===== src/design/slbc_pkg.sv =====
// slbc_pkg: shared types and codes for the status LED and button controller
// used by every module of the block; depends on nothing

package slbc_pkg;

   localparam int CSR_IDX_W  = 3;
   localparam int CSR_DATA_W = 16;
   localparam int TICK_W     = 16;

   // register indexes
   localparam logic [CSR_IDX_W-1:0] CSR_SERIAL_MODE   = 3'd0;
   localparam logic [CSR_IDX_W-1:0] CSR_LONG_PRESS    = 3'd1;
   localparam logic [CSR_IDX_W-1:0] CSR_RESET_ALERT   = 3'd2;
   localparam logic [CSR_IDX_W-1:0] CSR_SLOW_BLINK    = 3'd3;
   localparam logic [CSR_IDX_W-1:0] CSR_FAST_BLINK    = 3'd4;
   localparam logic [CSR_IDX_W-1:0] CSR_FAULT_ON      = 3'd5;
   localparam logic [CSR_IDX_W-1:0] CSR_FAULT_OFF     = 3'd6;
   localparam logic [CSR_IDX_W-1:0] CSR_FAULT_IDLE    = 3'd7;

   localparam logic [TICK_W-1:0] LONG_PRESS_RST  = 16'd100;
   localparam logic [TICK_W-1:0] RESET_ALERT_RST = 16'd100;
   localparam logic [TICK_W-1:0] SLOW_BLINK_RST  = 16'd50;
   localparam logic [TICK_W-1:0] FAST_BLINK_RST  = 16'd10;
   localparam logic [TICK_W-1:0] FAULT_ON_RST    = 16'd20;
   localparam logic [TICK_W-1:0] FAULT_OFF_RST   = 16'd20;
   localparam logic [TICK_W-1:0] FAULT_IDLE_RST  = 16'd100;
   localparam logic [TICK_W-1:0] REQ_BLINK_TICKS = 16'd25;

   // modes
   localparam logic [3:0] MODE_STARTUP   = 4'd0;
   localparam logic [3:0] MODE_NO_LINK   = 4'd1;
   localparam logic [3:0] MODE_LINK      = 4'd2;
   localparam logic [3:0] MODE_CLIENT    = 4'd3;
   localparam logic [3:0] MODE_ALERT     = 4'd4;
   localparam logic [3:0] MODE_ACTION    = 4'd5;
   localparam logic [3:0] MODE_FAULT     = 4'd6;
   localparam logic [3:0] MODE_UPD_REQ   = 4'd7;
   localparam logic [3:0] MODE_UPD_PROC  = 4'd8;

   // LED patterns
   localparam logic [3:0] PAT_STEADY     = 4'd0;
   localparam logic [3:0] PAT_SLOW_ON    = 4'd1;
   localparam logic [3:0] PAT_SLOW_OFF   = 4'd2;
   localparam logic [3:0] PAT_FAST_ON    = 4'd3;
   localparam logic [3:0] PAT_FAST_OFF   = 4'd4;
   localparam logic [3:0] PAT_FAULT_ON   = 4'd5;
   localparam logic [3:0] PAT_FAULT_OFF  = 4'd6;
   localparam logic [3:0] PAT_FAULT_IDLE = 4'd7;
   localparam logic [3:0] PAT_REQ_RED    = 4'd8;
   localparam logic [3:0] PAT_REQ_GREEN  = 4'd9;
   localparam logic [3:0] PAT_UPD_ON     = 4'd10;
   localparam logic [3:0] PAT_UPD_OFF    = 4'd11;

   // event bits
   localparam int EV_STARTUP   = 0;
   localparam int EV_UPD_REQ   = 1;
   localparam int EV_UPD_PROC  = 2;
   localparam int EV_UPD_DONE  = 3;
   localparam int EV_REBOOT    = 4;

   typedef struct packed {
      logic              serial_mode;
      logic [TICK_W-1:0] long_press_ticks;
      logic [TICK_W-1:0] reset_alert_ticks;
      logic [TICK_W-1:0] slow_blink_ticks;
      logic [TICK_W-1:0] fast_blink_ticks;
      logic [TICK_W-1:0] fault_on_ticks;
      logic [TICK_W-1:0] fault_off_ticks;
      logic [TICK_W-1:0] fault_idle_ticks;
   } csr_type;

   typedef struct packed {
      logic       button_pressed;
      logic       link_enabled;
      logic       link_up;
      logic       client_up;
      logic       fault_report;
      logic [3:0] fault_code;
      logic [4:0] events;
      logic       reinit_ok;
   } item_type;

   typedef struct packed {
      logic       red_on;
      logic       green_on;
      logic [3:0] mode_state;
      logic       update_enable_pulse;
      logic       update_end_pulse;
      logic       reboot_pulse;
   } result_type;

endpackage


===== src/design/slbc_csr.sv =====
// slbc_csr: configuration registers of the status LED and button controller
// depends on slbc_pkg

module slbc_csr (
   input  logic                            clock,
   input  logic                            reset,
   input  logic                            csr_we,
   input  logic [slbc_pkg::CSR_IDX_W-1:0]  csr_index,
   input  logic [slbc_pkg::CSR_DATA_W-1:0] csr_wdata,
   output slbc_pkg::csr_type               cfg
);

   slbc_pkg::csr_type cfg_ff;
   slbc_pkg::csr_type cfg_in;

   always_comb begin
      cfg_in = cfg_ff;
      if (csr_we) begin
         unique case (csr_index)
            slbc_pkg::CSR_SERIAL_MODE: cfg_in.serial_mode       = csr_wdata[0];
            slbc_pkg::CSR_LONG_PRESS:  cfg_in.long_press_ticks  = csr_wdata;
            slbc_pkg::CSR_RESET_ALERT: cfg_in.reset_alert_ticks = csr_wdata;
            slbc_pkg::CSR_SLOW_BLINK:  cfg_in.slow_blink_ticks  = csr_wdata;
            slbc_pkg::CSR_FAST_BLINK:  cfg_in.fast_blink_ticks  = csr_wdata;
            slbc_pkg::CSR_FAULT_ON:    cfg_in.fault_on_ticks    = csr_wdata;
            slbc_pkg::CSR_FAULT_OFF:   cfg_in.fault_off_ticks   = csr_wdata;
            slbc_pkg::CSR_FAULT_IDLE:  cfg_in.fault_idle_ticks  = csr_wdata;
            default:                   cfg_in = cfg_ff;
         endcase
      end
   end

   always_ff @(posedge clock) begin
      if (reset) begin
         cfg_ff.serial_mode       <= 1'b0;
         cfg_ff.long_press_ticks  <= slbc_pkg::LONG_PRESS_RST;
         cfg_ff.reset_alert_ticks <= slbc_pkg::RESET_ALERT_RST;
         cfg_ff.slow_blink_ticks  <= slbc_pkg::SLOW_BLINK_RST;
         cfg_ff.fast_blink_ticks  <= slbc_pkg::FAST_BLINK_RST;
         cfg_ff.fault_on_ticks    <= slbc_pkg::FAULT_ON_RST;
         cfg_ff.fault_off_ticks   <= slbc_pkg::FAULT_OFF_RST;
         cfg_ff.fault_idle_ticks  <= slbc_pkg::FAULT_IDLE_RST;
      end else begin
         cfg_ff <= cfg_in;
      end
   end

   assign cfg = cfg_ff;

endmodule


===== src/design/slbc_core.sv =====
// slbc_core: controller state and the single-tick step (fault, events, LED
// pattern, button debounce, mode machine); depends on slbc_pkg

module slbc_core (
   input  logic                  clock,
   input  logic                  reset,
   input  logic                  step,
   input  slbc_pkg::item_type    item,
   input  slbc_pkg::csr_type     cfg,
   output slbc_pkg::result_type  result
);

   typedef struct packed {
      logic [3:0]                    mode;
      logic [3:0]                    saved;
      logic [3:0]                    pattern;
      logic [slbc_pkg::TICK_W-1:0]   ptimer;
      logic [slbc_pkg::TICK_W-1:0]   atimer;
      logic [3:0]                    pcount;
      logic [3:0]                    fkind;
      logic [1:0]                    led;
   } st_type;

   st_type                      st_ff, st_in;
   logic                        last_button_ff, last_button_in;
   logic                        button_held_ff, button_held_in;
   logic [slbc_pkg::TICK_W-1:0] press_timer_ff, press_timer_in;

   function automatic st_type enter_pattern(st_type s, logic [3:0] p,
                                            slbc_pkg::csr_type c);
      st_type r;
      r = s;
      r.pattern = p;
      unique case (p)
         slbc_pkg::PAT_SLOW_ON:    begin r.ptimer = c.slow_blink_ticks; r.led = 2'b11; end
         slbc_pkg::PAT_SLOW_OFF:   begin r.ptimer = c.slow_blink_ticks; r.led = 2'b00; end
         slbc_pkg::PAT_FAST_ON:    begin r.ptimer = c.fast_blink_ticks; r.led = 2'b11; end
         slbc_pkg::PAT_FAST_OFF:   begin r.ptimer = c.fast_blink_ticks; r.led = 2'b00; end
         slbc_pkg::PAT_FAULT_ON:   begin r.ptimer = c.fault_on_ticks;   r.led = 2'b01; end
         slbc_pkg::PAT_FAULT_OFF:  begin r.ptimer = c.fault_off_ticks;  r.led = 2'b00; end
         slbc_pkg::PAT_FAULT_IDLE: begin r.ptimer = c.fault_idle_ticks; r.led = 2'b00; end
         slbc_pkg::PAT_REQ_RED:    begin r.ptimer = slbc_pkg::REQ_BLINK_TICKS; r.led = 2'b01; end
         slbc_pkg::PAT_REQ_GREEN:  begin r.ptimer = slbc_pkg::REQ_BLINK_TICKS; r.led = 2'b10; end
         slbc_pkg::PAT_UPD_ON:     begin r.ptimer = c.fast_blink_ticks; r.led = 2'b10; end
         slbc_pkg::PAT_UPD_OFF:    begin r.ptimer = c.fast_blink_ticks; r.led = 2'b00; end
         default:                  r = r;
      endcase
      return r;
   endfunction

   function automatic st_type enter_mode(st_type s, logic [3:0] m,
                                         slbc_pkg::csr_type c, logic ok);
      st_type r;
      r = s;
      r.mode = m;
      unique case (m)
         slbc_pkg::MODE_STARTUP: begin
            r.led = 2'b01;
            r = enter_pattern(r, slbc_pkg::PAT_STEADY, c);
         end
         slbc_pkg::MODE_NO_LINK: r = enter_pattern(r, slbc_pkg::PAT_SLOW_ON, c);
         slbc_pkg::MODE_LINK: begin
            r.led = 2'b11;
            r = enter_pattern(r, slbc_pkg::PAT_STEADY, c);
         end
         slbc_pkg::MODE_CLIENT: begin
            r.led = 2'b10;
            r = enter_pattern(r, slbc_pkg::PAT_STEADY, c);
         end
         slbc_pkg::MODE_ALERT: begin
            r = enter_pattern(r, slbc_pkg::PAT_FAST_ON, c);
            r.atimer = c.reset_alert_ticks;
         end
         slbc_pkg::MODE_ACTION: begin
            if (!ok) begin
               r = enter_pattern(r, slbc_pkg::PAT_FAULT_ON, c);
               r.mode = slbc_pkg::MODE_FAULT;
            end
         end
         slbc_pkg::MODE_FAULT: begin
            if (r.fkind != 4'd0) begin
               r.pcount = r.fkind;
               r = enter_pattern(r, slbc_pkg::PAT_FAULT_ON, c);
            end
         end
         slbc_pkg::MODE_UPD_REQ:  r = enter_pattern(r, slbc_pkg::PAT_REQ_RED, c);
         slbc_pkg::MODE_UPD_PROC: r = enter_pattern(r, slbc_pkg::PAT_UPD_ON, c);
         default:                 r = r;
      endcase
      return r;
   endfunction

   always_comb begin
      st_type s;
      logic   held;
      logic   lastb;
      logic [slbc_pkg::TICK_W-1:0] ptm;
      logic   released;
      logic   long_p;
      logic   short_p;
      logic   upd_en;
      logic   upd_end;
      logic   ok;

      s        = st_ff;
      held     = button_held_ff;
      lastb    = last_button_ff;
      ptm      = press_timer_ff;
      released = 1'b0;
      long_p   = 1'b0;
      upd_en   = 1'b0;
      upd_end  = 1'b0;
      ok       = item.reinit_ok;

      // fault report
      if (item.fault_report) begin
         s.fkind = item.fault_code;
         if (item.fault_code != 4'd0) begin
            if (s.mode != slbc_pkg::MODE_UPD_PROC) s.saved = s.mode;
            s = enter_mode(s, slbc_pkg::MODE_FAULT, cfg, ok);
         end else begin
            s = enter_mode(s, s.saved, cfg, ok);
         end
      end

      // events
      if (item.events[slbc_pkg::EV_STARTUP] && s.mode != slbc_pkg::MODE_FAULT)
         s = enter_mode(s, cfg.serial_mode ? slbc_pkg::MODE_CLIENT : slbc_pkg::MODE_NO_LINK,
                        cfg, ok);
      if (item.events[slbc_pkg::EV_UPD_REQ]) begin
         if (s.mode != slbc_pkg::MODE_FAULT) s.saved = s.mode;
         s = enter_mode(s, slbc_pkg::MODE_UPD_REQ, cfg, ok);
      end
      if (item.events[slbc_pkg::EV_UPD_PROC])
         s = enter_mode(s, slbc_pkg::MODE_UPD_PROC, cfg, ok);
      if (item.events[slbc_pkg::EV_UPD_DONE])
         s = enter_mode(s, s.saved, cfg, ok);

      // LED pattern
      if (s.pattern != slbc_pkg::PAT_STEADY && s.pattern <= slbc_pkg::PAT_UPD_OFF) begin
         s.ptimer = s.ptimer - 16'd1;
         if (s.ptimer == '0) begin
            case (s.pattern)
               slbc_pkg::PAT_SLOW_ON:   s = enter_pattern(s, slbc_pkg::PAT_SLOW_OFF, cfg);
               slbc_pkg::PAT_SLOW_OFF:  s = enter_pattern(s, slbc_pkg::PAT_SLOW_ON, cfg);
               slbc_pkg::PAT_FAST_ON:   s = enter_pattern(s, slbc_pkg::PAT_FAST_OFF, cfg);
               slbc_pkg::PAT_FAST_OFF:  s = enter_pattern(s, slbc_pkg::PAT_FAST_ON, cfg);
               slbc_pkg::PAT_FAULT_ON:  s = enter_pattern(s, slbc_pkg::PAT_FAULT_OFF, cfg);
               slbc_pkg::PAT_FAULT_OFF: begin
                  s.pcount = s.pcount - 4'd1;
                  s = enter_pattern(s, (s.pcount == 4'd0) ? slbc_pkg::PAT_FAULT_IDLE
                                                          : slbc_pkg::PAT_FAULT_ON, cfg);
               end
               slbc_pkg::PAT_FAULT_IDLE: begin
                  s.pcount = s.fkind;
                  s = enter_pattern(s, slbc_pkg::PAT_FAULT_ON, cfg);
               end
               slbc_pkg::PAT_REQ_RED:   s = enter_pattern(s, slbc_pkg::PAT_REQ_GREEN, cfg);
               slbc_pkg::PAT_REQ_GREEN: s = enter_pattern(s, slbc_pkg::PAT_REQ_RED, cfg);
               slbc_pkg::PAT_UPD_ON:    s = enter_pattern(s, slbc_pkg::PAT_UPD_OFF, cfg);
               slbc_pkg::PAT_UPD_OFF:   s = enter_pattern(s, slbc_pkg::PAT_UPD_ON, cfg);
               default:                 s = s;
            endcase
         end
      end

      // two-sample debounce
      if (item.button_pressed && lastb && !held) begin
         held = 1'b1;
         ptm  = cfg.long_press_ticks;
      end
      if (!item.button_pressed && !lastb && held) begin
         held     = 1'b0;
         released = 1'b1;
      end
      lastb = item.button_pressed;
      if (held && ptm != '0) begin
         ptm = ptm - 16'd1;
         if (ptm == '0) long_p = 1'b1;
      end
      short_p = released && (ptm != '0);

      // link and reset machine, plus the update button pulses
      unique case (s.mode)
         slbc_pkg::MODE_STARTUP: s = s;
         slbc_pkg::MODE_NO_LINK: begin
            if (long_p) s = enter_mode(s, slbc_pkg::MODE_ALERT, cfg, ok);
            else if (item.link_up) s = enter_mode(s, slbc_pkg::MODE_LINK, cfg, ok);
         end
         slbc_pkg::MODE_LINK: begin
            if (long_p) s = enter_mode(s, slbc_pkg::MODE_ALERT, cfg, ok);
            else if (!item.link_up) s = enter_mode(s, slbc_pkg::MODE_NO_LINK, cfg, ok);
            else if (item.client_up) s = enter_mode(s, slbc_pkg::MODE_CLIENT, cfg, ok);
         end
         slbc_pkg::MODE_CLIENT: begin
            if (!cfg.serial_mode) begin
               if (long_p) s = enter_mode(s, slbc_pkg::MODE_ALERT, cfg, ok);
               else if (!item.client_up) s = enter_mode(s, slbc_pkg::MODE_NO_LINK, cfg, ok);
            end
         end
         slbc_pkg::MODE_ALERT: begin
            s.atimer = s.atimer - 16'd1;
            if (s.atimer == '0) s = enter_mode(s, slbc_pkg::MODE_ACTION, cfg, ok);
         end
         slbc_pkg::MODE_ACTION: begin
            if (item.link_enabled)
               s = enter_mode(s, (s.fkind == 4'd0) ? slbc_pkg::MODE_NO_LINK
                                                    : slbc_pkg::MODE_FAULT, cfg, ok);
         end
         slbc_pkg::MODE_FAULT: begin
            if (!cfg.serial_mode && long_p) s = enter_mode(s, slbc_pkg::MODE_ALERT, cfg, ok);
         end
         slbc_pkg::MODE_UPD_REQ:  upd_en  = short_p;
         slbc_pkg::MODE_UPD_PROC: upd_end = short_p;
         default:                 s = enter_mode(s, slbc_pkg::MODE_NO_LINK, cfg, ok);
      endcase

      st_in          = s;
      button_held_in = held;
      last_button_in = lastb;
      press_timer_in = ptm;

      result.red_on              = s.led[0];
      result.green_on            = s.led[1];
      result.mode_state          = s.mode;
      result.update_enable_pulse = upd_en;
      result.update_end_pulse    = upd_end;
      result.reboot_pulse        = item.events[slbc_pkg::EV_REBOOT];
   end

   always_ff @(posedge clock) begin
      if (reset) begin
         st_ff.mode     <= slbc_pkg::MODE_STARTUP;
         st_ff.saved    <= slbc_pkg::MODE_STARTUP;
         st_ff.pattern  <= slbc_pkg::PAT_STEADY;
         st_ff.ptimer   <= '0;
         st_ff.atimer   <= '0;
         st_ff.pcount   <= '0;
         st_ff.fkind    <= '0;
         st_ff.led      <= 2'b01;
         last_button_ff <= 1'b0;
         button_held_ff <= 1'b0;
         press_timer_ff <= '0;
      end else if (step) begin
         st_ff          <= st_in;
         last_button_ff <= last_button_in;
         button_held_ff <= button_held_in;
         press_timer_ff <= press_timer_in;
      end
   end

endmodule


===== src/design/status_led_button_controller.sv =====
// status_led_button_controller: top level, input register, tick step and result register
// depends on slbc_pkg, slbc_csr and slbc_core
//
//  channel  dir  handshake        payload
//  req_     in   tvalid/tready    tdata[13:0] item, tuser = fault_report
//  rsp_     out  tvalid/tready    tdata[8:0] result
//  csr_     in   csr_we           csr_index[2:0], csr_wdata[15:0]
//
// one tick per cycle while rsp is not stalled: an accepted transaction lands in the input
// register, the step logic works on it once the result register is free and its result lands
// in the result register, which raises rsp valid
// synchronous reset clears all control and controller state
// a stalled rsp holds its result while one more transaction waits in the input register

module status_led_button_controller (
   input  logic                            clock,
   input  logic                            reset,
   input  logic                            req_tvalid,
   output logic                            req_tready,
   // button_pressed, link_enabled, link_up, client_up, fault_code[3:0],
   // events[4:0], reinit_ok, zero fill
   input  logic [15:0]                     req_tdata,
   // fault_report
   input  logic                            req_tuser,
   output logic                            rsp_tvalid,
   input  logic                            rsp_tready,
   // red_on, green_on, mode_state[3:0], update_enable_pulse, update_end_pulse,
   // reboot_pulse, zero fill
   output logic [15:0]                     rsp_tdata,
   input  logic                            csr_we,
   input  logic [slbc_pkg::CSR_IDX_W-1:0]  csr_index,
   input  logic [slbc_pkg::CSR_DATA_W-1:0] csr_wdata
);

   slbc_pkg::csr_type    cfg;
   slbc_pkg::item_type   in_item_ff, in_item_in;
   slbc_pkg::result_type out_res_ff, step_res;
   logic                 in_valid_ff, in_valid_in;
   logic                 out_valid_ff, out_valid_in;
   logic                 advance;
   logic                 req_fire;

   assign advance    = in_valid_ff && (!out_valid_ff || rsp_tready);
   assign req_tready = !in_valid_ff || advance;
   assign req_fire   = req_tvalid && req_tready;

   always_comb begin
      in_item_in.button_pressed = req_tdata[0];
      in_item_in.link_enabled   = req_tdata[1];
      in_item_in.link_up        = req_tdata[2];
      in_item_in.client_up      = req_tdata[3];
      in_item_in.fault_report   = req_tuser;
      in_item_in.fault_code     = req_tdata[7:4];
      in_item_in.events         = req_tdata[12:8];
      in_item_in.reinit_ok      = req_tdata[13];
      in_valid_in  = req_fire || (in_valid_ff && !advance);
      out_valid_in = advance || (out_valid_ff && !rsp_tready);
   end

   slbc_csr u_csr (
      .clock     (clock),
      .reset     (reset),
      .csr_we    (csr_we),
      .csr_index (csr_index),
      .csr_wdata (csr_wdata),
      .cfg       (cfg)
   );

   slbc_core u_core (
      .clock  (clock),
      .reset  (reset),
      .step   (advance),
      .item   (in_item_ff),
      .cfg    (cfg),
      .result (step_res)
   );

   always_ff @(posedge clock) begin
      if (reset) begin
         in_valid_ff  <= 1'b0;
         out_valid_ff <= 1'b0;
      end else begin
         in_valid_ff  <= in_valid_in;
         out_valid_ff <= out_valid_in;
      end
   end

   always_ff @(posedge clock) begin
      if (req_fire) in_item_ff <= in_item_in;
      if (advance)  out_res_ff <= step_res;
   end

   assign rsp_tvalid = out_valid_ff;
   assign rsp_tdata  = {7'd0,
                        out_res_ff.reboot_pulse,
                        out_res_ff.update_end_pulse,
                        out_res_ff.update_enable_pulse,
                        out_res_ff.mode_state,
                        out_res_ff.green_on,
                        out_res_ff.red_on};

endmodule


===== config.mk =====
export PLATFORM = sky130hd
export DESIGN_NAME = status_led_button_controller
export DESIGN_NICKNAME = d
export VERILOG_FILES = /design/src/design/slbc_pkg.sv /design/src/design/slbc_csr.sv /design/src/design/slbc_core.sv /design/src/design/status_led_button_controller.sv
export SDC_FILE = /design/constraint.sdc
export NUM_CORES = 1
export LEC_CHECK = 0
export ABC_AREA = 1
export BUFFER_PORTS_ARGS = -buffer_cell sky130_fd_sc_hd__buf_2
export CAP_MARGIN = 20
export CELL_PAD_IN_SITES_DETAIL_PLACEMENT = 2
export CELL_PAD_IN_SITES_GLOBAL_PLACEMENT = 2
export CORE_MARGIN = 2
export CORE_UTILIZATION = 25
export DETAILED_ROUTE_END_ITERATION = 16
export PLACE_DENSITY_LB_ADDON = 0.1
export SYNTH_ARGS = -nofsm -noshare
export SYNTH_HDL_FRONTEND = slang
export SYNTH_SLANG_ARGS = --single-unit

===== constraint.sdc =====
create_clock -name clock -period 6.6 [get_ports clock]
set_input_delay 0.66 -clock clock [delete_from_list [all_inputs] [get_ports clock]]
set_output_delay 0.66 -clock clock [all_outputs]
set_load 0.03 [all_outputs]

==> flow_summary.yaml, run 1 <==
critical_path:
  crit_type: "register to register"
  crit_top_cell: "nand2_1"
  slowest_stage: "dfxtp_1"
  crit_fanout: 16
  cp.required_ns: 7.07
  arrival_ns: 6.57
  crit_path_end_kind: "register"
  crit_path_max_incr_delay_ns: 0.48
  start_kind: "register"
power_and_ir_drop:
  p_sw_share_pct: 42.61
  share_seq_of_total_power_pct: 27.8
  power.switching_mw: 2.200
  p_clk_share_pct: 34.7
  peakVddDrop_v: 0.0002215
  p_int_mw: 2.963
  powerDensity_mw_per_mm2: 252.5
  p_leak_nw: 9.457
  power_frac_comb_pct: 37.5
clocking:
  cts_hold_buf: 0
  cts_tree: "done"
  clkTransAtPathRegs_ns: 0.06
  insertion_delay_ns: 0.63
  clock_sinks: 211
  htreeDepth: 1
  cts_root_buf: "clkbuf_16"
  clock_path_buffers: 3
  cts_made_buffers: 31
finish:
  antenna_cells: 0
  fin_util_pct: 28.61
  drive_gt1_share_pct: 11.56
  fin_area_mm2: 0.02045
  area_delta_synth_final_pct: 13.46
  fin_nets: 3125
  layout_common_cells: "791 x nand2_1, 365 x nor2_1, 322 x inv_1"
  final_common_cell: "nand2_1"
  fillers: 8864
floorplanning:
  die-height_um: 272.5
  design.core.area_mm2: 0.07149
  design.die.area_mm2: 0.07427
  ios: 59
  fp.dieW_um: 272.5
  initial_core_util_pct: 25.22
  fp-row-count: 98
min_path:
  hp-class: "input port to register"
routing:
  wl_mm: 100.6
  wl_per_cell_um: 24.86
  final_antenna_net_count: 0
  dr.first_iter.drc_count: 1169
  dr.pass1.iters: 5
  dr_total_vias: 21550
  via_per_inst: 5.323
  drc: 0
placement:
  place_ws_ns: 0.1920
  dp_hpwl_mm: 80.01
  place_congestion: 0.9265
  portBuffers: 49
  placed_area_mm2: 0.01934
synthesis:
  synth_cells: 3063
  syn_area_mm2: 0.01803
  yosysWarnings: 0
  synth-seq-cells: 211
  synth.avg_cell_area_um2: 5.885
  async_flop_share_pct: 0
  ys.flop_type: "dfxtp_1"
  synth_cell_types: 67
  yosysSeqAreaShare_pct: 24.77
  synth_edf_count: 24
sta:
  fin_skew_ns: 0.02552
  tightest_slew_ns: 1.026
  whs_ns: 0.2129
  max_freq_mhz: 164.0
  min_period_ns: 6.097
  slew_headroom_pct: 31.58
  drv_slew: 0
  setup_violations: 0
  rsz0062_at_grt: "false"
  fin_ws_ns: 0.5033
  finalHoldViolations: 0
  fin_crit_sh_pct: 92.37
  tns_ns: 0
grt:
  grt_overflow: 0
  grt_pass1_vias: 22880
  grt_max_degree: 66
  track_usage_pct: 26.76
  grt_pass1_wl_mm: 150.3
  antenna_found_initial: 6
status:
  status: "finished clean"
run:
  maxCapViolCount: 0
registers in the layout, summed over array words and instances (netlist names):
register and count:
u_core.st_ff 54, in_valid_ff 1, in_item_ff 15, u_core.last_button_ff 1, u_core.press_timer_ff 16, u_core.button_held_ff 1, u_csr.cfg 113, rsp_tdata 9
rsp_tvalid 1
per-layer routing:
metal	vias up	part of all wire [%]	track usage, %
li1	10140	-	-
met1	10830	47	36.44
met2	441	46	44.60
met3	137	4.0	3.119
met4	2	2.9	7.201
met5	-	0.0089	0
path summary, 6_finish.rpt:
check                   startpoint               end  slack (ns)  cells past startpoint
hold reg to reg      in_item_ff[5]      rsp_tdata[8]        0.43                      0
setup reg to reg  u_core.st_ff[46]  u_core.st_ff[26]        0.50                     35
hold / removal       req_tdata[11]     in_item_ff[4]        0.21                      1
setup / recovery  u_core.st_ff[46]  u_core.st_ff[26]        0.50                     35
logic make-up after synthesis:
kind of cell	Yosys count	synth area share [%]
AND/OR/NAND/NOR	1598	38.99
other	1	0.02080
AO/OA/AOI/OAI	724	23.21
flip-flops	211	24.77
adder cells (fa/ha/maj)	8	0.5553
buffers and inverters	503	11.50
XOR/XNOR	18	0.9579
metrics by stage:
stage / power (mW) / cells
after floorplan: 2.667 / 3069
after global placement: 3.315 / 3993
after detailed placement: 3.375 / 3993
after CTS: 5.196 / 4048
after global routing: 5.461 / 4048
final: 5.163 / 4048
cells in the mapped netlist, types with 16 or more instances:
master | n | area (µm²)
clkbuf_1 | 100 | 375.4
buf_2 | 23 | 115.1
nand2_1 | 792 | 2973
o22ai_1 | 31 | 193.9
o211ai_1 | 45 | 337.8
nand4_1 | 51 | 319.1
a221oi_1 | 16 | 140.1
dfxtp_1 | 187 | 3744
inv_1 | 323 | 1212
a21oi_1 | 235 | 1176
nand3_1 | 219 | 1096
o21ai_0 | 276 | 1381
nor2_2 | 30 | 187.7
nand2_2 | 40 | 250.2
o21ai_1 | 26 | 130.1
nor3_1 | 39 | 195.2
edfxtp_1 | 24 | 720.7
nor2_1 | 365 | 1370
inv_2 | 18 | 67.56
power groups by stage:
stage	combinational (mW)	sequential, mW	clock (mW)
detailed placement	1.92	1.46	0
global placement	1.86	1.46	0
finish	1.94	1.43	1.79
global route	2.13	1.44	1.89
floorplan	1.23	1.44	0
CTS	1.92	1.43	1.84
critical path, delay by kind of cell, from the launching register on:
kind,cells,cell delay (ns)
simple gates,26,3.75
buf+inv,6,1.05
flops,1,0.48
compound gates,2,0.42
xor+xnor,1,0.19
final cells by class:
cell class / instances / area [µm²] / area share [%]
multi-input cells: 2355 / 11560 / 56.52
repair buffers: 130 / 853.3 / 4.172
clock buffers: 46 / 964.7 / 4.717
clock inverters: 9 / 112.6 / 0.5506
well taps: 950 / 1189 / 5.812
flip-flops and latches: 211 / 4466 / 21.83
inverters: 347 / 1308 / 6.393
repair_timing:
item,in CTS,in global routing
buffers inserted,0,0
setup endpoints to repair,0,31
gates resized for setup,0,8
Power figures use the tool's default switching activity.
==> run 2, diff against run 1 <==
ABC_AREA = not set   (was 1)
CORE_UTILIZATION = 40   (was 25)
GPL_ROUTABILITY_DRIVEN = 0   (was not set)
==> flow_summary.yaml, run 2 <==
critical_path:
  crit_path_end_kind: "register"
  arrival_ns: 6.97
  start_kind: "register"
  crit_type: "register to register"
  crit_fanout: 15
  cp.required_ns: 7.10
power_and_ir_drop:
  finalPower_mw: 4.306
  p_leak_nw: 6.953
  powerDensity_mw_per_mm2: 220.5
  p_clk_share_pct: 38.1
  peakVddDrop_v: 0.0002201
  p_int_mw: 2.692
  share_seq_of_total_power_pct: 33.0
  p_sw_share_pct: 37.48
  power_frac_comb_pct: 28.9
  power.switching_mw: 1.614
clocking:
  clock_sinks: 211
  cts_hold_buf: 0
  cts_tree: "done"
  clkTransAtPathRegs_ns: 0.07
  cts_made_buffers: 28
  insertion_delay_ns: 0.60
  htreeDepth: 1
  clock_path_buffers: 3
  cts_root_buf: "clkbuf_16"
floorplanning:
  initial_core_util_pct: 40.61
  die-height_um: 210.4
  ios: 59
  design.core.area_mm2: 0.04195
  fp-row-count: 75
  fp.dieW_um: 210.4
  design.die.area_mm2: 0.04425
synthesis:
  synth_cells: 2404
  async_flop_share_pct: 0
  ys.flop_type: "dfxtp_1"
  syn_area_mm2: 0.01704
  synth_top_area_share_pct: 21.98
  synth-seq-cells: 211
  yosysWarnings: 0
  synth_cell_types: 107
  yosys.area.top_type: "dfxtp_1"
  synth_common_cells: "404 x nand2_1, 255 x a21oi_1, 201 x nor2_1, 187 x dfxtp_1, 180 x o21ai_0"
  yosysSeqAreaShare_pct: 26.21
  synth_edf_count: 24
  yosysMostFrequentCell: "nand2_1"
  synth_area_leaders: "dfxtp_1 22%, nand2_1 8.9%, a21oi_1 7.5%"
  synth.avg_cell_area_um2: 7.086
finish:
  final_cells: 3005
  fin_util_pct: 46.55
  fin_nets: 2493
  fin_area_mm2: 0.01953
  multi_input_area_mm2: 0.01180
  final_common_cell: "nand2_1"
  largest_register_ffs: 113
  area_delta_synth_final_pct: 14.62
  layout_common_cells: "403 x nand2_1, 254 x a21oi_1, 199 x nor2_1"
  fillers: 4933
  layout.area.seq_mm2: 0.004464
  drive_gt1_share_pct: 13.79
sta:
  slew_headroom_pct: 25.34
  tns_ns: 0
  finalHoldViolations: 0
  fin_ws_ns: 0.1283
  setup_violations: 0
  drv_slew: 0
  tightest_slew_ns: 1.120
  fin_skew_ns: 0.02090
  whs_ns: 0.2266
  max_freq_mhz: 154.5
  fin_crit_sh_pct: 98.06
  min_period_ns: 6.472
grt:
  grt_pass1_vias: 22330
  antenna_found_initial: 1
  grt_overflow: 0
  grt_max_degree: 106
  track_usage_pct: 42.34
  grt_pass1_wl_mm: 142.8
min_path:
  hp-class: "input port to register"
placement:
  placed_area_mm2: 0.01835
  portBuffers: 49
  placed_cells: 2936
  place_ws_ns: 0.05358
  dp_hpwl_mm: 68.24
status:
  status: "finished clean"
routing:
  via_per_inst: 7.137
  drc: 0
  dr_total_vias: 21450
  dr.first_iter.drc_count: 2556
  dr.pass1.iters: 8
  final_antenna_net_count: 0
  wl_per_cell_um: 32.12
  wl_mm: 96.53
run:
  maxCapViolCount: 0
[run 2: changes by cell type after synthesis, moves of 61 or more]
cell      previous run  this run
nor2_1             365       201
nand3_1            219        58
o21ai_0            276       180
clkbuf_1           100       161
inv_1              323        25
nand2_1            792       404
mux2i_1              0        73
[run 2: per-layer routing]
metal | wire, µm | vias up | share of wire, % | global-route usage, %
met5 | 0 | - | 0 | 0
met3 | 9022 | 403 | 9.3 | 9.237
met1 | 37050 | 10780 | 38 | 51.55
met2 | 43400 | 1235 | 45 | 68.26
li1 | - | 9030 | - | -
met4 | 7053 | 0 | 7.3 | 26.07
[run 2: path summary, 6_finish.rpt]
path / from / end / slack [ns] / cells past startpoint
setup / recovery: in_item_ff[8] / u_core.st_ff[28] / 0.13 / 19
hold / removal: req_tdata[5] / in_item_ff[7] / 0.23 / 1
setup reg to reg: in_item_ff[8] / u_core.st_ff[28] / 0.13 / 19
hold reg to reg: in_item_ff[5] / rsp_tdata[8] / 0.43 / 0
[run 2: cell type report]
class,instances,area share [%]
Antenna cell,1,0.01282
Clock buffer,35,3.928
Tap cell,539,3.454
Sequential cell,211,22.86
Inverter,27,0.5190
Timing Repair Buffer,216,7.837
Multi-Input combinational cell,1960,60.43
Clock inverter,16,0.9548
[run 2: cells by family after synthesis]
family,count (synthesis),synth area share [%]
buffers and inverters,239,5.648
AOI/OAI and AO/OA,857,33.55
adders and majority gates,8,0.5876
xor gates and xnor gates,35,1.799
other,1,0.02201
and+or+nand+nor,973,27.33
DFF,211,26.21
muxes,80,4.855
[run 2: critical path, stage by stage (launching register included)]
cell and delay, ns:
edfxtp_1 0.56, o41ai_4 0.62, buf_4 0.22, o31a_4 0.20, nand4_1 0.31, o21ai_4 0.26, nand4_1 0.34, and2_1 0.36
buf_4 0.21, o22ai_1 0.46, nand2_1 0.48, xnor2_1 0.26, nor3_2 0.59, buf_4 0.28, a222oi_1 0.07, o21ai_0 0.25
a21oi_1 0.15, o211ai_1 0.28, o211ai_1 0.19, a211oi_1 0.25
[run 2: power by group through the flow]
stage               Sequential (mW)  Combinational [mW]  Clock, mW
floorplan                      1.41               0.714          0
CTS                            1.41                1.17       1.64
detailed placement             1.44                1.15          0
global route                   1.42                1.30       1.69
finish                         1.42                1.24       1.64
global placement               1.44                1.10          0
[run 2: timing repair]
| action | 4_1_cts | 5_1_grt |
|---|---|---|
| cloned | 0 | 0 |
| endpoints found under the setup margin | 1 | 27 |
| buffers inserted | 5 | 10 |
| pin swaps | 0 | 3 |
| gates resized for setup | 0 | 19 |
==> run 3, diff against run 2 <==
RECOVER_POWER = 25   (was not set)
==> flow_summary.yaml, run 3 (synthesis results as in run 2) <==
grt:
  grt_pass1_wl_mm: 142.8
  track_usage_pct: 42.34
  grt_use_met2_pct: 68.26
  grt_max_degree: 106
  antenna_found_initial: 1
  grt_overflow: 0
  grt_pass1_vias: 22330
  grt_use_met1_pct: 51.55
  grt_use_met3_pct: 9.237
  busiest_layer: "met2"
critical_path:
  crit_top_cell: "buf_4"
  path_delay_family: "compound AO/OA/AOI/OAI gates"
  slowest_stage: "or4b_2"
  arrival_ns: 6.90
  r2r_end: "u_core.st_ff[28]"
  crit_type: "register to register"
  reg2reg_from: "in_item_ff[0]"
  start_kind: "register"
  critical_path_buf_inv_count: 5
  regToRegSetupSlack_ns: 0.19
  rr_worst_depth: 21
  cp.required_ns: 7.09
  crit_path_cell_trace: "or4b_1, a41oi_1, nand3b_1, o22ai_1, buf_4, nand3_1, buf_4, nor2_1, o22ai_2, inv_1, nand2_1, or4b_2, a31oi_2, buf_4, buf_4, mux2i_1, o21ai_0, a21oi_1, o211ai_1, o211ai_1, a211oi_1"
  crit_path_end_kind: "register"
  crit_path_max_incr_delay_ns: 0.66
  crit_fanout: 13
clocking:
  clock_sinks: 211
  insertion_delay_ns: 0.60
  cts_hold_buf: 0
  clkTransAtPathRegs_ns: 0.07
  cts_tree: "done"
  clock_path_buffers: 3
  cts_root_buf: "clkbuf_16"
  htreeDepth: 1
  cts_made_buffers: 28
routing:
  dr.pass1.iters: 7
  final_antenna_net_count: 0
  wl_per_cell_um: 32.10
  via_per_inst: 7.096
  dr.first_iter.drc_count: 2487
  dr_total_vias: 21320
  wl_mm: 96.43
  drc: 0
placement:
  portBuffers: 49
  dp_hpwl_mm: 68.24
  placed_area_mm2: 0.01835
floorplanning:
  design.die.area_mm2: 0.04425
  die-height_um: 210.4
  fp.dieW_um: 210.4
  design.core.area_mm2: 0.04195
  ios: 59
  initial_core_util_pct: 40.61
  fp-row-count: 75
power_and_ir_drop:
  powerDensity_mw_per_mm2: 220.6
  p_int_mw: 2.690
  p_sw_share_pct: 37.46
  power_frac_comb_pct: 28.9
  p_leak_nw: 6.901
  finalPower_mw: 4.301
  power.switching_mw: 1.611
  share_seq_of_total_power_pct: 33.0
  peakVddDrop_v: 0.0002201
  p_clk_share_pct: 38.1
finish:
  layout_common_cells: "403 x nand2_1, 254 x a21oi_1, 199 x nor2_1"
  fin_util_pct: 46.48
  fin_nets: 2493
  area_delta_synth_final_pct: 14.45
  drive_gt1_share_pct: 13.10
  fin_area_mm2: 0.01950
  largest_register_ffs: 113
  final_common_cell: "nand2_1"
  antenna_cells: 0
run:
  maxCapViolCount: 1
sta:
  setup_violations: 0
  max_freq_mhz: 156.1
  finalHoldViolations: 0
  fin_skew_ns: 0.01715
  slew_headroom_pct: -11.33
  whs_ns: 0.2323
  drv_slew: 16
  tightest_slew_ns: 1.669
  fin_crit_sh_pct: 97.08
  min_period_ns: 6.407
status:
  status: "finished with violations"
  violations: "capacitance limit, slew limit"
min_path:
  whs_endpoint: "in_item_ff[7]"
  hold-path-cell-count: 1
  hp-class: "input port to register"
  hp-start: "req_tdata[5]"
## run 3: power by group through the flow
stage	sequential, mW	combinational [mW]	clock (mW)
finish	1.42	1.24	1.64
global route	1.42	1.30	1.69
CTS	1.41	1.17	1.64
detailed placement	1.44	1.15	0
global placement	1.44	1.10	0
floorplan	1.41	0.714	0
## run 3: layer usage
metal	share of wire, %	vias to the layer above
li1	-	9023
met1	39	10710
met2	45	1214
met3	9.2	371
met4	7.2	0
met5	0	-
## run 3: how the worst max path moves through the flow
stage,from,end,slack [ns],cells past startpoint
floorplan,in_item_ff[0],u_core.st_ff[39],0.44,25
global placement,in_item_ff[10],u_core.st_ff[34],0.34,19
detailed placement,in_item_ff[10],u_core.st_ff[9],0.05,19
CTS,in_item_ff[9],u_core.st_ff[9],0.01,19
global route,in_item_ff[6],u_core.st_ff[9],-0.03,22
finish,in_item_ff[0],u_core.st_ff[28],0.19,21
## run 3: repair_timing
item                       CTS  global route
pin swaps                    0             3
setup buffers                5            10
hold endpoints to repair     0             0
gates cloned                 0             0
resized for setup            0            19
setup endpoints to repair    1            27
## run 3: through the flow
step                instances  worst slack (ns)  setup TNS [ns]
global placement         2934            0.3399               0
CTS                      2992          0.009917               0
global route             3004          -0.02591        -0.04912
floorplan                2410            0.4376               0
finish                   3004            0.1930               0
detailed placement       2936           0.05358               0
## run 3: layout make-up
cell class	instances	area (µm²)
clock buffer	35	767.0
clock inverter	16	186.4
fill	4943	22450
inverter	27	101.3
multi-input combinational	1960	11800
sequential	211	4464
tap	539	674.4
timing repair buffer	216	1504
